## config.mk

```make
export PLATFORM = sky130hd
export DESIGN_NAME = chunked_message_deframer
export DESIGN_NICKNAME = d
export VERILOG_FILES = /design/src/hw/rtl/cmd_pkg.sv /design/src/hw/rtl/cmd_parse.sv /design/src/hw/rtl/cmd_outreg.sv /design/src/hw/rtl/chunked_message_deframer.sv
export VERILOG_INCLUDE_DIRS = /design/src /design/src/hw/rtl
export SDC_FILE = /design/constraint.sdc
export NUM_CORES = 1
export LEC_CHECK = 0
export ABC_AREA = 1
export BUFFER_PORTS_ARGS = -buffer_cell sky130_fd_sc_hd__buf_2
export CELL_PAD_IN_SITES_DETAIL_PLACEMENT = 1
export CELL_PAD_IN_SITES_GLOBAL_PLACEMENT = 1
export CORE_MARGIN = 3
export CORE_UTILIZATION = 46
export CTS_CLUSTER_DIAMETER = 120
export DETAILED_ROUTE_END_ITERATION = 6
export PLACE_DENSITY_LB_ADDON = 0.1
export SYNTH_ARGS = -nofsm -noshare
export SYNTH_HDL_FRONTEND = slang
export SYNTH_SLANG_ARGS = --single-unit
```

## constraint.sdc

```tcl
create_clock -name clk -period 4.45 [get_ports clk]
set_input_delay 0.445 -clock clk [delete_from_list [all_inputs] [get_ports clk]]
set_output_delay 0.445 -clock clk [all_outputs]
set_load 0.1 [all_outputs]
```

## src/hw/rtl/chunked_message_deframer_assert.svh

```systemverilog
// ----------------------------------------------------------------------------
// chunked message deframer assertion macros
// shared forms for the concurrent checks of the deframer
// ----------------------------------------------------------------------------
`ifndef CHUNKED_MESSAGE_DEFRAMER_ASSERT_SVH
`define CHUNKED_MESSAGE_DEFRAMER_ASSERT_SVH

// same-cycle implication
`define CMD_ASSERT_SAME(label, clk, rst, ante, cons) \
  label: assert property (@(posedge clk) disable iff (rst) (ante) |-> (cons)) \
    else $error("deframer check failed");

// next-cycle implication
`define CMD_ASSERT_NEXT(label, clk, rst, ante, cons) \
  label: assert property (@(posedge clk) disable iff (rst) (ante) |=> (cons)) \
    else $error("deframer check failed");

`endif

```

## src/hw/rtl/cmd_pkg.sv

```systemverilog
// ----------------------------------------------------------------------------
// cmd_pkg
// types and constants shared by the chunked message deframer modules
// ----------------------------------------------------------------------------
package cmd_pkg;

  localparam int unsigned BYTE_W  = 8;
  localparam int unsigned LEN_W   = 16;
  localparam int unsigned COUNT_W = 24;
  localparam int unsigned KIND_W  = 2;

  localparam logic [KIND_W-1:0] KIND_BYTE  = 2'd0;
  localparam logic [KIND_W-1:0] KIND_END   = 2'd1;
  localparam logic [KIND_W-1:0] KIND_ERROR = 2'd2;

  localparam logic [LEN_W-1:0]   MAX_CHUNK_RESET = 16'hFFFF;
  localparam logic [COUNT_W-1:0] COUNT_MAX       = 24'hFFFFFF;

  typedef struct packed {
    logic [KIND_W-1:0]  kind;
    logic [BYTE_W-1:0]  out_byte;
    logic [COUNT_W-1:0] message_length;
  } result_t;

endpackage

```

## src/hw/rtl/cmd_parse.sv

```systemverilog
// ----------------------------------------------------------------------------
// cmd_parse
// header/payload tracker: decodes one accepted beat and builds its result
// ----------------------------------------------------------------------------
module cmd_parse (
  input  logic                         clk,
  input  logic                         rst,
  input  logic                         beat,
  input  logic [cmd_pkg::BYTE_W-1:0]   in_byte,
  input  logic [cmd_pkg::LEN_W-1:0]    max_chunk_size,
  output logic                         res_valid,
  output cmd_pkg::result_t             res
);

  typedef enum logic [1:0] {
    PH_LEN_HIGH = 2'd0,
    PH_LEN_LOW  = 2'd1,
    PH_PAYLOAD  = 2'd2,
    PH_FAILED   = 2'd3
  } phase_t;

  phase_t                        phase, phase_next;
  logic [cmd_pkg::BYTE_W-1:0]    length_high, length_high_next;
  logic [cmd_pkg::LEN_W-1:0]     chunk_remaining, chunk_remaining_next;
  logic [cmd_pkg::COUNT_W-1:0]   message_count, message_count_next;
  logic [cmd_pkg::LEN_W-1:0]     len;
  logic [cmd_pkg::LEN_W-1:0]     remaining_dec;

  assign len = {length_high, in_byte};
  assign remaining_dec = (chunk_remaining != '0) ? chunk_remaining - 1'b1 : chunk_remaining;

  always_comb begin
    phase_next           = phase;
    length_high_next     = length_high;
    chunk_remaining_next = chunk_remaining;
    message_count_next   = message_count;
    res_valid            = 1'b0;
    res.kind             = cmd_pkg::KIND_BYTE;
    res.out_byte         = '0;
    res.message_length   = '0;
    case (phase)
      PH_LEN_HIGH: begin
        length_high_next = in_byte;
        phase_next       = PH_LEN_LOW;
      end
      PH_LEN_LOW: begin
        if (len == '0) begin
          // zero length chunk closes the message
          res_valid          = 1'b1;
          res.kind           = cmd_pkg::KIND_END;
          res.message_length = message_count;
          message_count_next = '0;
          phase_next         = PH_LEN_HIGH;
        end else if (len > max_chunk_size) begin
          res_valid            = 1'b1;
          res.kind             = cmd_pkg::KIND_ERROR;
          message_count_next   = '0;
          chunk_remaining_next = '0;
          phase_next           = PH_FAILED;
        end else begin
          chunk_remaining_next = len;
          phase_next           = PH_PAYLOAD;
        end
      end
      PH_PAYLOAD: begin
        res_valid    = 1'b1;
        res.kind     = cmd_pkg::KIND_BYTE;
        res.out_byte = in_byte;
        if (message_count != cmd_pkg::COUNT_MAX) begin
          message_count_next = message_count + 1'b1;
        end
        chunk_remaining_next = remaining_dec;
        if (remaining_dec == '0) begin
          phase_next = PH_LEN_HIGH;
        end
      end
      default: begin
        // failed: swallow everything until reset
        phase_next = PH_FAILED;
      end
    endcase
  end

  always_ff @(posedge clk) begin
    if (rst) begin
      phase           <= PH_LEN_HIGH;
      length_high     <= '0;
      chunk_remaining <= '0;
      message_count   <= '0;
    end else if (beat) begin
      phase           <= phase_next;
      length_high     <= length_high_next;
      chunk_remaining <= chunk_remaining_next;
      message_count   <= message_count_next;
    end
  end

endmodule

```

## src/hw/rtl/cmd_outreg.sv

```systemverilog
// ----------------------------------------------------------------------------
// cmd_outreg
// result register: holds one result until the output side takes it
// ----------------------------------------------------------------------------
module cmd_outreg (
  input  logic              clk,
  input  logic              rst,
  input  logic              load,
  input  cmd_pkg::result_t  res,
  output logic              can_load,
  output logic              out_valid,
  input  logic              out_ready,
  output cmd_pkg::result_t  held
);

  // a new result may enter when empty or when the held one leaves this cycle
  assign can_load = !out_valid || out_ready;

  always_ff @(posedge clk) begin
    if (rst) begin
      out_valid <= 1'b0;
    end else if (load) begin
      out_valid <= 1'b1;
    end else if (out_ready) begin
      out_valid <= 1'b0;
    end
  end

  always_ff @(posedge clk) begin
    if (load) begin
      held <= res;
    end
  end

endmodule

```

## src/hw/rtl/chunked_message_deframer.sv

```systemverilog
// ----------------------------------------------------------------------------
// chunked_message_deframer
// splits a byte stream of length-prefixed chunks into payload, end and error
// ----------------------------------------------------------------------------
// Takes one byte per cycle, back to back: a header or payload beat is decoded
// in the cycle it is accepted and its result, if any, appears on the output
// in the next cycle from a single result register. in_ready drops only while
// that register holds a result that the output side is not taking in the
// same cycle, so the sustained rate is one byte per clock whenever out_ready
// stays high. max_chunk_size may be written at any idle time and applies from
// the next length header; after a too-large chunk error the block drops all
// further bytes until reset.
module chunked_message_deframer (
  input  logic                         clk,
  input  logic                         rst,
  input  logic                         in_valid,
  output logic                         in_ready,
  input  logic [cmd_pkg::BYTE_W-1:0]   in_byte,
  output logic                         out_valid,
  input  logic                         out_ready,
  output logic [cmd_pkg::KIND_W-1:0]   kind,
  output logic [cmd_pkg::BYTE_W-1:0]   out_byte,
  output logic [cmd_pkg::COUNT_W-1:0]  message_length,
  input  logic                         cfg_valid,
  output logic                         cfg_ready,
  input  logic [cmd_pkg::LEN_W-1:0]    max_chunk_size
);

`include "chunked_message_deframer_assert.svh"

  logic [cmd_pkg::LEN_W-1:0] max_chunk;
  logic                      beat;
  logic                      res_valid;
  logic                      can_load;
  cmd_pkg::result_t          res;
  cmd_pkg::result_t          held;

  assign cfg_ready = 1'b1;

  always_ff @(posedge clk) begin
    if (rst) begin
      max_chunk <= cmd_pkg::MAX_CHUNK_RESET;
    end else if (cfg_valid && cfg_ready) begin
      max_chunk <= max_chunk_size;
    end
  end

  assign in_ready = can_load;
  assign beat     = in_valid && in_ready;

  cmd_parse u_parse (
    .clk            (clk),
    .rst            (rst),
    .beat           (beat),
    .in_byte        (in_byte),
    .max_chunk_size (max_chunk),
    .res_valid      (res_valid),
    .res            (res)
  );

  cmd_outreg u_outreg (
    .clk       (clk),
    .rst       (rst),
    .load      (beat && res_valid),
    .res       (res),
    .can_load  (can_load),
    .out_valid (out_valid),
    .out_ready (out_ready),
    .held      (held)
  );

  assign kind           = held.kind;
  assign out_byte       = held.out_byte;
  assign message_length = held.message_length;

  // once an error leaves, nothing else ever follows it
  `CMD_ASSERT_NEXT(a_error_is_last, clk, rst, out_valid && out_ready && kind == cmd_pkg::KIND_ERROR, !out_valid)
  `CMD_ASSERT_SAME(a_byte_no_length, clk, rst, out_valid && kind == cmd_pkg::KIND_BYTE, message_length == '0)
  `CMD_ASSERT_SAME(a_ctrl_no_byte, clk, rst, out_valid && kind != cmd_pkg::KIND_BYTE, out_byte == '0)

endmodule
```

### Yosys cells after proc, flatten, opt, wreduce, memory -nomap -nowiden

Index checks and enable logic that the tools add are counted.

| word-level totals | value |
|---|---|
| memory bits (writable) | 0 |
| bits in latches | 0 |
| ROM bits | 0 |
| bits in registers | 101 |
| memories kept | 0 |

| operators by class | value |
|---|---|
| equality and inequality tests | 7 |
| shift-type cells | 0 |
| bitwise logic cells | 1 |
| reduce and logical (&&, ||, !) cells | 16 |
| add/subtract/negate cells | 2 |
| mux-type cells | 19 |
| order comparisons | 1 |
| $mul | 0 |
| divide/modulo/power cells | 0 |

Operators by type and width:

| kind | count |
|---|---|
| $mux 24 | 3 |
| $mux 16 | 3 |
| $pmux 24 s2 | 1 |
| $logic_not 16->1 | 2 |
| $pmux 16 s2 | 1 |
| $add 24x1->24 const B | 1 |
| $ne 24x24->1 const B | 1 |
| $gt 16x16->1 | 1 |
| $reduce_bool 16->1 | 1 |
| $sub 16x1->16 const B | 1 |
| $mux 1 | 6 |
| $mux 2 | 3 |
| $pmux 2 s3 | 1 |
| $reduce_and 2->1 | 3 |
| $ne 2x1->1 const B | 2 |
| $reduce_and 4->1 | 1 |
| $reduce_bool 2->1 | 2 |
| $ne 3x1->1 const B | 1 |
| $reduce_and 3->1 | 1 |
| $eq 2x1->1 const B | 1 |
| $eq 2x2->1 const B | 1 |
| $logic_and 1x1->1 | 2 |
| $logic_not 2->1 | 1 |
| $ne 2x2->1 const B | 1 |
| 5 further kinds | 5 |

### Logic depth before layout (Yosys ltp)

| depth | value |
|---|---|
| depth in word-level cells | 6 |
| gate-level depth with buffers | 17 |

### Hierarchy

Synthesis repeated with hierarchy kept, for this count alone.

| second synthesis, totals | value |
|---|---|
| cells, all modules | 777 |
| area total of the unflattened synthesis | 5739.3 sq um |

Modules (own cells, without submodules):

| module | cells each | area an instance (sq um) | sequential area each (sq um) | instances |
|---|---|---|---|---|
| cmd_parse | 662 | 3986.3 | 1001.0 | 1 |
| cmd_outreg | 39 | 1063.5 | 1041.0 | 1 |
| chunked_message_deframer | 76 | 689.4 | 320.3 | 1 |

### Least setup slack after synthesis

OpenSTA, ideal clock, no wires.

| timing | value |
|---|---|
| kind | flip-flop to flip-flop |
| start point | register u_outreg.out_valid |
| end point | register u_outreg.held[0] (netlist name) |
| cell stages (with the launch flop) | 7 |
| required time | 4.039 ns |
| path slack | 1.273 ns |
| library setup time | 0.411 ns |
| buffers on the path | 1 |
| arrival time | 2.766 ns |
| path through | dfxtp_1 nand2_1 nand2_1 inv_2 buf_2 nand3_1 inv_1 |

| between the ends | value |
|---|---|
| word-level cells in the longest chain between the ends | 4 |

Ends and longest elaborated chain:

| what | RTL line | text |
|---|---|---|
| start: declaration | cmd_outreg.sv:11 | `output logic out_valid,` |
| start signal: assignment | cmd_outreg.sv:21 | `out_valid <= 1'b0;` |
| start signal: assignment | cmd_outreg.sv:23 | `out_valid <= 1'b1;` |
| start signal: assignment | cmd_outreg.sv:25 | `out_valid <= 1'b0;` |
| $logic_not 1->1 | cmd_outreg.sv:17 | `assign can_load = !out_valid \|\| out_ready;` |
| $logic_or 1x1->1 | cmd_outreg.sv:17 |  |
| named net in_ready | chunked_message_deframer.sv:17 | `output logic in_ready,` |
| $logic_and 1x1->1 | chunked_message_deframer.sv:49 | `assign beat = in_valid && in_ready;` |
| $logic_and 1x1->1 | chunked_message_deframer.sv:64 | `.load (beat && res_valid),` |
| named net u_outreg.load | cmd_outreg.sv:8 | `input logic load,` |

The timed path passes the listed nets, and every way through them passes these cells.
A chain may end at the register's enable or synchronous reset.

### Worst setup path after layout

| timing | value |
|---|---|
| start point | register max_chunk[1] (netlist bit) |
| end point | register u_outreg.held[17] (netlist name) |

| between the ends | value |
|---|---|
| word-level cells in the longest chain between the ends | 5 |

Ends and longest elaborated chain:

| what | RTL line | text |
|---|---|---|
| start: declaration | chunked_message_deframer.sv:31 | `logic [cmd_pkg::LEN_W-1:0] max_chunk;` |
| start signal: assignment | chunked_message_deframer.sv:42 | `max_chunk <= cmd_pkg::MAX_CHUNK_RESET;` |
| start signal: assignment | chunked_message_deframer.sv:44 | `max_chunk <= max_chunk_size;` |
| $gt 16x16->1 | cmd_parse.sv:54 | `end else if (len > max_chunk_size) begin` |
| $mux 1 | cmd_parse.sv:54 |  |
| $mux 1 | cmd_parse.sv:47 | `if (len == '0) begin` |
| $pmux 1 s2 | cmd_parse.sv:41 | `case (phase)` |
| $logic_and 1x1->1 | chunked_message_deframer.sv:64 |  |
| named net u_outreg.load | cmd_outreg.sv:8 |  |

The timed path passes the listed nets, and every way through them passes these cells.

==> flow_metrics.env <==
export IMPL_final_nets=855
export IMPL_viasPerCell=5.499
export IMPL_yosys_area_top_type_share=0.2383
export IMPL_fin_crit_ns=2.706
export IMPL_synth_commonest_cells="nand2_1, nor2_1, inv_1"
export IMPL_initial_core_util=0.4807
export IMPL_fin_crit_sh=0.6080
export IMPL_yosysMostFrequentCell="nand2_1"
export IMPL_worstPathMaxFanout=18
export IMPL_drtAntennaViolNets=0
export IMPL_power_mw=2.391
export IMPL_grt_first_pass_wirelength_um=26690
export IMPL_grt_pass1_vias=5348
export IMPL_synthCells=755
export IMPL_clock_skew_final_ns=0.006183
export IMPL_yosys_warnings=0
export IMPL_max_stage_delay_ns=0.52
export IMPL_area_growth_pct=11.54
export IMPL_crit_family="buffers and inverters"
export IMPL_p_leak_nw=2.605
export IMPL_clk_latency_ns=0.35
export IMPL_drv_slew=0
export IMPL_ir_drop_mv=0.2002
export IMPL_die_y_um=116.6
export IMPL_synth_top_family_by_area="simple AND/OR/NAND/NOR gates"
export IMPL_synth_compound_area_frac=0.1271
export IMPL_drt_drc_violations_left=0
export IMPL_clk_path_buf_depth=2
export IMPL_dr_pass1_iters=4
export IMPL_cts_max_level=3
export IMPL_p_per_area_nw_per_um2=380.8
export IMPL_cts_root_buffer="clkbuf_16"
export IMPL_clkSinkCount=101
export IMPL_tns_ns=0
export IMPL_cts_tree="yes"
export IMPL_drive_above_1_share=0.1349
export IMPL_drt_wl_total_um=16090
export IMPL_portBuffers=64
export IMPL_grt_util_all_layers=0.2498
export IMPL_ctsHoldBuffers=0
export IMPL_drv_cap=0
export IMPL_dieArea_um2=13600
export IMPL_avgSynthCellArea_um2=7.456
export IMPL_gr_total_overflow=0
export IMPL_yosys_area_share_xor_xnor=0.03423
export IMPL_ys_async_sr_fraction=0
export IMPL_yosys_area_share_simple=0.2832
export IMPL_finalHoldViolations=0
export IMPL_holdWs_ns=0.3063
export IMPL_synth_edf_count=34
export IMPL_synth_fa_ha_area_frac=0.05112
export IMPL_setup_violations=0
export IMPL_status="finished, final reports clean"
export IMPL_synth_nets=807
export IMPL_antenna_found_initial=0
export IMPL_rows=39
export IMPL_rrSetupSlack_ns=1.74
export IMPL_routabilityCongestion=0.8601
export IMPL_vias=5230
export IMPL_timing_fmax_mhz=369.6
export IMPL_ios=66
export IMPL_hpwl_um=11970
export IMPL_die_x_um=116.6
export IMPL_synth_area_um2=5629
export IMPL_cts_made_buffers=9
export IMPL_min_path_type="in2reg"
export IMPL_arrival_ns=2.75
export IMPL_cp_cell_sequence="inv_1 -> ha_1 -> inv_1 -> nor2_1 -> nor2_1 -> o21ai_1 -> nand2_1 -> nand2_1 -> nand2_1 -> nand2_1 -> nand3_1 -> nand3_1 -> nand3_1 -> inv_1 -> buf_4"
export IMPL_worstSetupEndpointType="flop"
export IMPL_ys_ff_latch=101
export IMPL_crit_buf_inv=4
export IMPL_grt_max_degree=48
export IMPL_start_kind="flop"
export IMPL_core_um2=11710
export IMPL_path_common_cell="nand2_1"
export IMPL_post_cts_buffers=0
export IMPL_ys_seq_area_frac=0.4196
export IMPL_synth_ff_type="dfxtp_1"
export IMPL_crit_required_ns=4.49
export IMPL_rsz0062_at_grt="false"
export IMPL_muxShareOfSynthArea=0
export IMPL_cts_resized_gates=0
export IMPL_clk_pin_slew_worst_paths_ns=0.07
export IMPL_routedWlPerCell_um=16.92
export IMPL_yosys_area_top_type="dfxtp_1"
export IMPL_synth_area_leaders="dfxtp_1, edfxtp_1, nand2_1"
export IMPL_drt_iter0_markers=322
export IMPL_n_antenna_cell=0
export IMPL_max_slew_margin=0.2819
export IMPL_ys_types=39
export IMPL_worst_pin_slew_ns=1.077
export IMPL_slowest_stage="inv_1"
export IMPL_critical_path_class="reg2reg"
==> through the flow <==
step | utilization | setup WS (ns) | cell area (um2) | instances
after floorplan | - | 1.273 | 5629 | 755
after global placement | 0.5123 | 1.624 | 6000 | 935
after detailed placement | 0.5123 | 1.498 | 6000 | 935
after global routing | 0.5361 | 1.398 | 6279 | 951
final | 0.5361 | 1.744 | 6279 | 951
after CTS | 0.5361 | 1.700 | 6279 | 951
==> kinds of logic after synthesis <==
group                      Yosys count
AOI/OAI and AO/OA                  125
other                                1
adders and majority gates           23
buffers and inverters              115
and+or+nand+nor                    368
xor gates and xnor gates            22
DFF                                101
==> power by group <==
group          leakage [nW]  switching [mW]  internal (mW)
Clock                 0.137           0.365          0.401
Sequential            0.815          0.0400          0.995
Combinational          1.65           0.430          0.159
Total                  2.61           0.835           1.56
==> path summary, 6_finish.rpt <==
kind / from / to / depth (start not counted)
min reg2reg: max_chunk[7] / max_chunk[7] / 2
max reg2reg: max_chunk[1] / u_outreg.held[17] / 15
max: max_chunk[1] / u_outreg.held[17] / 15
min: max_chunk_size[6] / max_chunk[6] / 3
==> worst reg2reg max path, stage by stage (launching register included) <==
cell and delay (ns):
dfxtp_1 0.32, inv_1 0.06, ha_1 0.26, inv_1 0.05, nor2_1 0.09, nor2_1 0.06, o21ai_1 0.12, nand2_1 0.06
nand2_1 0.06, nand2_1 0.05, nand2_1 0.11, nand3_1 0.08, nand3_1 0.08, nand3_1 0.10, inv_1 0.52, buf_4 0.38
==> registers in the layout (all words and copies together) (netlist names) <==
signal                   cells
u_outreg.held               34
u_parse.message_count       24
max_chunk                   16
u_parse.chunk_remaining     16
u_parse.length_high          8
u_parse.phase                2
u_outreg.out_valid           1
==> cells in the final DEF, fill, tap and decap left out, types with 23 or more instances in the layout <==
master    instances
buf_2            64
o21ai_0          41
nand3_1          53
nand2_1         167
ha_1             23
nor2_1          102
a21oi_1          54
dfxtp_1          67
inv_1            80
edfxtp_1         34
==> layout make-up <==
class                      instances  area, um2
clock buffer                      12      246.5
sequential                       101       2362
multi-input combinational        539       2794
clock inverter                     4      32.53
fill                            1519       5433
tap                              143      178.9
timing repair buffer              67      342.8
inverter                          85      321.6
==> metal layers <==
layer  wire [um]  vias up  GRT usage
li1            -     2575          -
met1        8137     2539     0.3636
met2        7118       98     0.3917
met3         614       18    0.03420
met4         222        0    0.06575
met5           0        -          0
Power figures use the tool's default switching activity.
